## src/hdl/venc_pkg.sv

```systemverilog
// ----------------------------------------------------------------------------
// venc_pkg
// Shared codes, constants and controller/datapath interface types for the
// varint encoder.
// ----------------------------------------------------------------------------
`default_nettype none

package venc_pkg;

   localparam int unsigned VALUE_W   = 64;
   localparam int unsigned OP_W      = 2;
   localparam int unsigned BYTE_W    = 8;
   localparam int unsigned GROUP_W   = 7;
   localparam int unsigned HALF_W    = 32;
   localparam logic [GROUP_W-1:0] GROUP_MASK = 7'h7f;

   typedef enum logic [OP_W-1:0] {
      OP_UNSIGNED = 2'd0,
      OP_ZIGZAG   = 2'd1,
      OP_SIGNMAG  = 2'd2,
      OP_NONE     = 2'd3
   } op_type;

   typedef struct packed {
      logic   load;
      op_type op;
      logic   emit_sign;
      logic   emit_group;
   } cmd_type;

   typedef struct packed {
      logic more;
   } status_type;

endpackage

`default_nettype wire

```

## src/hdl/venc_dp.sv

```systemverilog
// ----------------------------------------------------------------------------
// venc_dp
// Datapath: value preparation (zigzag, sign/magnitude), 7-bit group shifter
// and the output byte register.
// ----------------------------------------------------------------------------
`default_nettype none

module venc_dp
   import venc_pkg::*;
(
   input  wire logic               clock,
   input  wire cmd_type            cmd,
   input  wire logic [VALUE_W-1:0] value,
   output status_type              status,
   output logic [BYTE_W-1:0]       out_byte,
   output logic                    last
);

   logic [VALUE_W-1:0] rem_ff, rem_in;
   logic               sign_ff, sign_in;
   logic [BYTE_W-1:0]  byte_ff, byte_in;
   logic               last_ff, last_in;
   logic [HALF_W-1:0]  low;
   logic [HALF_W-1:0]  zig;
   logic               more;

   assign low  = value[HALF_W-1:0];
   assign zig  = {low[HALF_W-2:0], 1'b0} ^ {HALF_W{low[HALF_W-1]}};
   assign more = |rem_ff[VALUE_W-1:GROUP_W];

   always_comb begin
      rem_in  = rem_ff;
      sign_in = sign_ff;
      byte_in = byte_ff;
      last_in = last_ff;
      if (cmd.load) begin
         unique case (cmd.op)
            OP_UNSIGNED: begin
               rem_in  = value;
               sign_in = 1'b0;
            end
            OP_ZIGZAG: begin
               rem_in  = {{(VALUE_W-HALF_W){1'b0}}, zig};
               sign_in = 1'b0;
            end
            OP_SIGNMAG: begin
               sign_in = value[VALUE_W-1];
               rem_in  = value[VALUE_W-1] ? (~value + 64'd1) : value;
            end
            default: begin
               rem_in  = rem_ff;
               sign_in = sign_ff;
            end
         endcase
      end else if (cmd.emit_sign) begin
         byte_in = {{(BYTE_W-1){1'b0}}, sign_ff};
         last_in = 1'b0;
      end else if (cmd.emit_group) begin
         byte_in = {more, rem_ff[GROUP_W-1:0] & GROUP_MASK};
         last_in = ~more;
         rem_in  = {{GROUP_W{1'b0}}, rem_ff[VALUE_W-1:GROUP_W]};
      end
   end

   always_ff @(posedge clock) begin
      rem_ff  <= rem_in;
      sign_ff <= sign_in;
      byte_ff <= byte_in;
      last_ff <= last_in;
   end

   assign status.more = more;
   assign out_byte    = byte_ff;
   assign last        = last_ff;

endmodule

`default_nettype wire

```

## src/hdl/venc_ctrl.sv

```systemverilog
// ----------------------------------------------------------------------------
// venc_ctrl
// Controller: input handshake, byte sequencing and output valid register.
// ----------------------------------------------------------------------------
`default_nettype none

module venc_ctrl
   import venc_pkg::*;
(
   input  wire logic            clock,
   input  wire logic            reset,
   input  wire logic            req_valid,
   output logic                 req_stall,
   input  wire logic [OP_W-1:0] req_operation,
   output logic                 rsp_valid,
   input  wire logic            rsp_stall,
   input  wire status_type      status,
   output cmd_type              cmd
);

   typedef enum logic [1:0] {
      ST_IDLE,
      ST_SIGN,
      ST_GROUP
   } state_type;

   state_type state_ff;
   logic      valid_ff;
   logic      out_free;
   logic      accept;
   op_type    op;

   assign op       = op_type'(req_operation);
   assign req_stall = (state_ff != ST_IDLE);
   assign accept   = req_valid && !req_stall;
   assign out_free = !valid_ff || !rsp_stall;

   always_comb begin
      cmd            = '0;
      cmd.op         = op;
      cmd.load       = accept && (op != OP_NONE);
      cmd.emit_sign  = (state_ff == ST_SIGN) && out_free;
      cmd.emit_group = (state_ff == ST_GROUP) && out_free;
   end

   always_ff @(posedge clock) begin
      if (reset) begin
         state_ff <= ST_IDLE;
         valid_ff <= 1'b0;
      end else begin
         if (cmd.emit_sign || cmd.emit_group) begin
            valid_ff <= 1'b1;
         end else if (!rsp_stall) begin
            valid_ff <= 1'b0;
         end
         unique case (state_ff)
            ST_IDLE: begin
               if (cmd.load) begin
                  state_ff <= (op == OP_SIGNMAG) ? ST_SIGN : ST_GROUP;
               end
            end
            ST_SIGN: begin
               if (cmd.emit_sign) begin
                  state_ff <= ST_GROUP;
               end
            end
            ST_GROUP: begin
               if (cmd.emit_group && !status.more) begin
                  state_ff <= ST_IDLE;
               end
            end
            default: state_ff <= ST_IDLE;
         endcase
      end
   end

   assign rsp_valid = valid_ff;

   a_no_overwrite: assert property (@(posedge clock) disable iff (reset)
      (valid_ff && rsp_stall) |-> !(cmd.emit_sign || cmd.emit_group))
      else $error("output byte overwritten while held");

   a_final_group: assert property (@(posedge clock) disable iff (reset)
      (cmd.emit_group && !status.more) |=> (state_ff == ST_IDLE) && valid_ff)
      else $error("final group did not return to idle");

   a_sign_first: assert property (@(posedge clock) disable iff (reset)
      (cmd.load && op == OP_SIGNMAG) |=> (state_ff == ST_SIGN))
      else $error("sign byte not scheduled");

   a_emit_loads_valid: assert property (@(posedge clock) disable iff (reset)
      (cmd.emit_sign || cmd.emit_group) |=> valid_ff)
      else $error("emitted byte not presented");

endmodule

`default_nettype wire

```

## src/hdl/varint_encoder_top.sv

```systemverilog
// ----------------------------------------------------------------------------
// varint_encoder_top
// LEB128 varint encoder with zigzag and sign-byte modes.
// ----------------------------------------------------------------------------
// One item is encoded at a time. An accepted item is loaded, then the
// shifter emits one byte per cycle into the output register while the
// output is not stalled, least significant 7-bit group first: 1 to 10
// bytes, plus a leading sign byte for operation 2. The next item is taken
// in the cycle after the final byte is loaded. Operation 3 is accepted and
// produces no bytes. rsp_last marks the final byte of each encoding.
`default_nettype none

module varint_encoder_top
   import venc_pkg::*;
(
   input  wire logic               clock,
   input  wire logic               reset,
   input  wire logic               req_valid,
   output logic                    req_stall,
   input  wire logic [OP_W-1:0]    req_operation,
   input  wire logic [VALUE_W-1:0] req_value,
   output logic                    rsp_valid,
   input  wire logic               rsp_stall,
   output logic [BYTE_W-1:0]       rsp_out_byte,
   output logic                    rsp_last
);

   cmd_type    cmd;
   status_type status;

   venc_ctrl u_ctrl (
      .clock         (clock),
      .reset         (reset),
      .req_valid     (req_valid),
      .req_stall     (req_stall),
      .req_operation (req_operation),
      .rsp_valid     (rsp_valid),
      .rsp_stall     (rsp_stall),
      .status        (status),
      .cmd           (cmd)
   );

   venc_dp u_dp (
      .clock    (clock),
      .cmd      (cmd),
      .value    (req_value),
      .status   (status),
      .out_byte (rsp_out_byte),
      .last     (rsp_last)
   );

endmodule

`default_nettype wire
```

## config.mk

```make
export PLATFORM = sky130hd
export DESIGN_NAME = varint_encoder_top
export DESIGN_NICKNAME = d
export VERILOG_FILES = /design/src/hdl/venc_pkg.sv /design/src/hdl/venc_dp.sv /design/src/hdl/venc_ctrl.sv /design/src/hdl/varint_encoder_top.sv
export SDC_FILE = /design/constraint.sdc
export NUM_CORES = 1
export LEC_CHECK = 0
export BUFFER_PORTS_ARGS = -buffer_cell sky130_fd_sc_hd__buf_2
export CORE_MARGIN = 2
export CORE_UTILIZATION = 64
export DETAILED_ROUTE_END_ITERATION = 12
export GPL_ROUTABILITY_DRIVEN = 0
export PLACE_DENSITY = 0.87
export SKIP_LAST_GASP = 1
export SLEW_MARGIN = 20
export SYNTH_ARGS = -nofsm -noshare
export SYNTH_HDL_FRONTEND = slang
export SYNTH_SLANG_ARGS = --single-unit
```

## constraint.sdc

```tcl
create_clock -name clock -period 13.1 [get_ports clock]
set_input_delay 1.965 -clock clock [delete_from_list [all_inputs] [get_ports clock]]
set_output_delay 1.965 -clock clock [all_outputs]
set_load 0.005 [all_outputs]
```

After elaboration in Yosys (flattened, before gate mapping)
Cells that the tools add are included.
Word-level totals
  bits in registers: 77
  bits of input ports: 70
  output and inout bits: 11
  word-level logic and storage cells: 62
Operators by class
  $add $sub $neg: 1
  equal/unequal tests: 11
  mux-type cells: 16
  bitwise gates (word level): 4
  reduce and logical (&&, ||, !) cells: 23
Operators with widths (number)
  64-bit 2-to-1 mux: 4
  64-bit case mux with 3 select lines: 1
  64-bit by 1-bit adder with 64-bit output, second input constant: 1
  64-bit NOT: 1
  57-bit OR reduction: 1
  32-bit XOR: 1
  2-bit 2-to-1 mux: 4
  8-bit 2-to-1 mux: 1
  2-bit != test, second input constant: 4
  2-bit nonzero test: 4
  2-bit case mux with 3 select lines: 1
  3-bit AND reduction: 2
  1-bit logical AND: 5
  2-bit by 1-bit equality test with 1-bit output, second input constant: 2
  2-bit equality test, second input constant: 2
  1-bit zero test: 4
  2-bit zero test: 2
  1-bit 2-to-1 mux: 4
  2-bit by 1-bit != test with 1-bit output, second input constant: 2
  4-bit by 1-bit != test with 1-bit output, second input constant: 1
  2-bit AND reduction: 2
  1-bit logical OR: 2
  1-bit NOT: 2
  1-bit case mux with 2 select lines: 1
  2-bit OR reduction: 1

Depth between registers and ports, before layout
  depth after elaboration: 6
  gate-level depth with buffers: 10

Cells and area by module
From an unflattened synthesis, not the netlist that was laid out.
Second synthesis, totals
  cell total of the unflattened synthesis: 690
  area, all modules: 6165.9 um^2
Modules (own cells, without submodules)
  venc_dp: times used 1, cells each 667, area each 5980.7 um^2, sequential area each 2222.1 um^2
  venc_ctrl: times used 1, cells each 23, area each 185.2 um^2, sequential area each 60.1 um^2

Worst setup path before layout
No wires, ideal clock.
  path type: input to register
  from: input req_operation[0]
  to: register u_dp.rem_ff[0], enable pin
  setup time: 0.486 ns
  arrival: 5.826 ns
  required time: 12.614 ns
  setup slack: 6.788 ns
  stages on the path: 8
  cell sequence: inv_1 -> ha_1 -> clkbuf_1 -> clkbuf_1 -> nor3_1 -> nor4b_1 -> a21oi_1 -> nor2_1
On the way
  word-level cells in the longest chain between the ends: 4
  elaborated cells on any way between the ends: 9
Ends and longest elaborated chain
  from (decl): line varint_encoder_top.sv:20  | input wire logic [OP_W-1:0] req_operation,
  2-bit != test: line venc_ctrl.sv:41  | cmd.load = accept && (op != OP_NONE);
  1-bit logical AND: line venc_ctrl.sv:41
  4-bit by 1-bit != test with 1-bit output (no line), or another cell as far along
  3-bit AND reduction (no line) (*)
  to (signal assigned): line venc_dp.sv:66  | rem_ff <= rem_in;
  to (decl): line venc_dp.sv:19  | logic [VALUE_W-1:0] rem_ff, rem_in;
Every way passes the cells marked *; elsewhere a longest branch is shown, timed or not.
A chain may end at the register's enable or synchronous reset.

Worst setup path in the final report
  from: input req_operation[0]
  to: register u_dp.rem_ff[50], data pin
On the way
  word-level cells in the longest chain between the ends: 3
  elaborated cells on any way between the ends: 7
Ends and longest elaborated chain
  2-bit equality test, or another cell as far along: line venc_dp.sv:37  | unique case (cmd.op)
  64-bit case mux with 3 select lines or 1-bit logical AND (tied branches): line venc_dp.sv:37, venc_ctrl.sv:41
  64-bit 2-to-1 mux (*): line venc_dp.sv:36  | if (cmd.load) begin
  named net u_dp.rem_in[50]: line venc_dp.sv:19
Mark *: on every way through the listed nets, which the timed path passes. The rest lies on a longest branch.

==> impl_metrics.json <==
{
  "status": "completed",
  "p_leak_nw": 2.351,
  "overflow": 0,
  "cap_violations": 0,
  "start_util_pct": 66.59,
  "synth-seq-cells": 77,
  "fin_crit_ns": 4.713,
  "setup_viol": 0,
  "drive_gt1_share_pct": 16.62,
  "grt_pass1_wl_mm": 30.85,
  "crit_top_cell": "buf_4",
  "antenna_found_initial": 0,
  "pre_cts_ws_ns": 8.057,
  "drt-wirelength-per-cell_um": 22.04,
  "regToRegEndpoint": "u_dp.rem_ff[50]",
  "syn-num-nets": 798,
  "max_slew_margin_pct": 35.47,
  "die_w_um": 102.5,
  "synth.distinct_cells": 75,
  "grt_usage_pct": 37.34,
  "p_total_uw": 695.6,
  "synthArstFlopShare_pct": 0,
  "crit_arrival_ns": 4.96,
  "worst_clock_skew_ns": 0.01822,
  "cts_resized": 0,
  "yosysWarnings": 0,
  "rr_worst_depth": 8,
  "p_per_area_nw_per_um2": 102.5,
  "hold_class": "reg2reg",
  "vdd_drop_max_mv": 0.05584,
  "dpl.hpwl_mm": 12.73,
  "post_cts.repair.setup_buffers": 0,
  "synth-main-ff-cell": "edfxtp_1",
  "cp_max_fo": 59,
  "setup_tns_ns": 0,
  "die_area_sq_um": 10510,
  "ctsHtreeMaxLevel": 3,
  "nFillCells": 684,
  "routed_via_density": 7.532,
  "numPortBuffers": 80,
  "worst-path-buf-inv": 4,
  "clk_pin_slew_ns": 0.11,
  "dpl.cell_count": 871,
  "grt_max_degree": 70,
  "hp-start": "u_dp.rem_ff[2]",
  "grt_pass1_vias": 6260,
  "grt_setup_unrepaired": "false",
  "avgSynthCellArea_sq_um": 8.602,
  "totalWireLength_mm": 19.55,
  "first_pass_iters": 6,
  "worst_ep_required_time_ns": 13.35,
  "clock-root-buffer": "clkbuf_8",
  "syn-instance-count": 722,
  "path_cells": "buf_2 > ha_1 > or4b_2 > buf_4 > inv_2 > o21ai_2 > buf_4 > or3_1 > mux2i_1 > a211o_1",
  "path_class": "in2reg",
  "cts_tree": "built",
  "r2r-start": "u_ctrl.state_ff[0]",
  "setup_slack_ns": 8.387,
  "drtAntennaViolNets": 0,
  "core_region_area_sq_um": 9328,
  "first_iter_violations": 866,
  "fmax_ghz": 0.2122,
  "finalMaxSlewViolations": 0,
  "timing.final.hold_violations": 0,
  "clock_latency_ns": 0.38,
  "netlist_area_sq_um": 6211,
  "worst_setup_path_end_kind": "register",
  "hold_end": "u_dp.out_byte[2]",
  "critPathSlowestCell": "or4b_2",
  "slowest_delay_ns": 0.62,
  "cts_buffer_depth": 2,
  "vias": 6681,
  "min_path_cells": 1,
  "post-route-period-util_pct": 35.97,
  "n_antenna_cell": 0,
  "nets": 829,
  "die_height_um": 102.5,
  "r2r_slack_ns": 9.85,
  "area_growth_pct": 9.267,
  "io_pins": 81,
  "cp_top_family": "buffers and inverters",
  "start_kind": "input port",
  "cts.sinks": 77,
  "numCtsBuffers": 9,
  "drc": 0,
  "yosysSeqAreaShare_pct": 36.74,
  "fp-row-count": 35,
  "instances_no_fill": 887,
  "synth_edf_count": 74,
  "tightest_slew_ns": 0.9680,
  "holdBufCountCts": 0
}
[worst max-delay path by stage]
stage	startpoint	endpoint	slack [ns]	cells after the start
after floorplan	req_operation[0]	u_dp.rem_ff[0]	6.79	8
after global placement	req_operation[0]	u_dp.rem_ff[62]	8.17	9
after detailed placement	req_operation[0]	u_dp.rem_ff[62]	8.06	9
after CTS	req_operation[0]	u_dp.rem_ff[62]	8.44	9
after global routing	req_operation[0]	u_dp.rem_ff[34]	8.26	9
final	req_operation[0]	u_dp.rem_ff[50]	8.39	10
[layout make-up]
type,count,area (sq um),share of cell area (%)
multi-input combinational,555,3603,53.10
sequential,77,2282,33.63
timing repair buffer,87,452.9,6.674
tap,129,161.4,2.378
clock buffer,9,123.9,1.825
inverter,23,86.33,1.272
clock inverter,7,76.32,1.125
[layer usage]
metal	wire length [um]	up-vias	global-route usage, %	share of wire, %
li1	-	2924	-	-
met1	7160	3012	49.78	37
met2	8898	641	57.32	46
met3	2629	104	5.966	13
met4	858	0	22.87	4.4
met5	0	-	0	0
[logic make-up after synthesis]
logic type | count (synthesis) | synth area share (%)
buffers and inverters | 90 | 5.580
XOR/XNOR | 36 | 5.077
AO/OA/AOI/OAI | 177 | 20.57
adder cells (fa/ha/maj) | 6 | 1.209
AND/OR/NAND/NOR | 323 | 28.63
multiplexers | 13 | 2.196
flip-flops | 77 | 36.74
[sequential cells by signal (all words and copies together) (netlist names)]
signal,count
u_dp.last,1
u_dp.sign_ff,1
u_dp.out_byte,8
u_dp.rem_ff,64
u_ctrl.state_ff,2
u_ctrl.rsp_valid,1
[Yosys cell counts, types with 5 or more instances]
master | count | area share, %
edfxtp_1 | 74 | 36
clkbuf_1 | 59 | 3.6
nand2_1 | 51 | 3.1
nor4_1 | 48 | 4.8
nor2_1 | 47 | 2.8
nand3_1 | 41 | 3.3
o21ai_0 | 39 | 3.1
nor3_1 | 36 | 2.9
xor2_1 | 29 | 4.1
a21oi_1 | 26 | 2.1
inv_1 | 20 | 1.2
nand4_1 | 18 | 1.8
or3_1 | 16 | 1.6
or4_1 | 14 | 1.7
a32oi_1 | 13 | 1.8
and3_1 | 13 | 1.3
o31ai_1 | 13 | 1.6
a221oi_1 | 12 | 1.7
a31oi_1 | 11 | 1.1
and2_1 | 10 | 1.0
mux2i_1 | 8 | 1.3
xnor2_1 | 7 | 0.99
a2111o_1 | 6 | 1.1
buf_1 | 6 | 0.36
ha_1 | 6 | 1.2
o41ai_1 | 6 | 0.85
a22oi_1 | 5 | 0.60
a311oi_1 | 5 | 0.71
and4_1 | 5 | 0.71
mux2_2 | 5 | 0.91
[worst reg2reg max path: cells and delay by family (launching register included)]
kind | cells | cell delay, ns
AO/OA/AOI/OAI | 2 | 0.22
flip-flops | 1 | 0.43
AND/OR/NAND/NOR | 2 | 1.09
buffers and inverters | 3 | 1.25
multiplexers | 1 | 0.13
[metrics by stage]
| step | cell area (sq um) | hold WS [ns] | util (%) |
|---|---|---|---|
| 2_1_floorplan | 6211 | 0.4967 | - |
| 3_3_place_gp | 6581 | 0.5056 | 70.56 |
| 3_5_place_dp | 6581 | 0.5200 | 70.56 |
| 4_1_cts | 6782 | 0.5456 | 72.70 |
| 5_1_grt | 6787 | 0.5645 | 72.76 |
| 6_report | 6787 | 0.5409 | 72.76 |
[placed cells by master (no fill, tap or decap), types with 9 or more instances in the layout]
cell	instances
inv_1	20
nand3_1	41
nor3_1	36
and3_1	13
a21oi_1	26
edfxtp_1	74
and2_1	10
nor2_1	45
o31ai_1	13
xor2_1	29
nor4_1	48
or3_1	16
nand2_1	50
o21ai_0	39
a32oi_1	13
buf_2	80
nand4_1	18
a31oi_1	11
clkbuf_8	9
or4_1	14
a221oi_1	12
[report_power, final]
part | switching, mW | internal [mW]
Clock | 0.114 | 0.0762
Sequential | 0.0200 | 0.314
Combinational | 0.114 | 0.0578
Note: power is estimated with default switching activity, not from simulation.
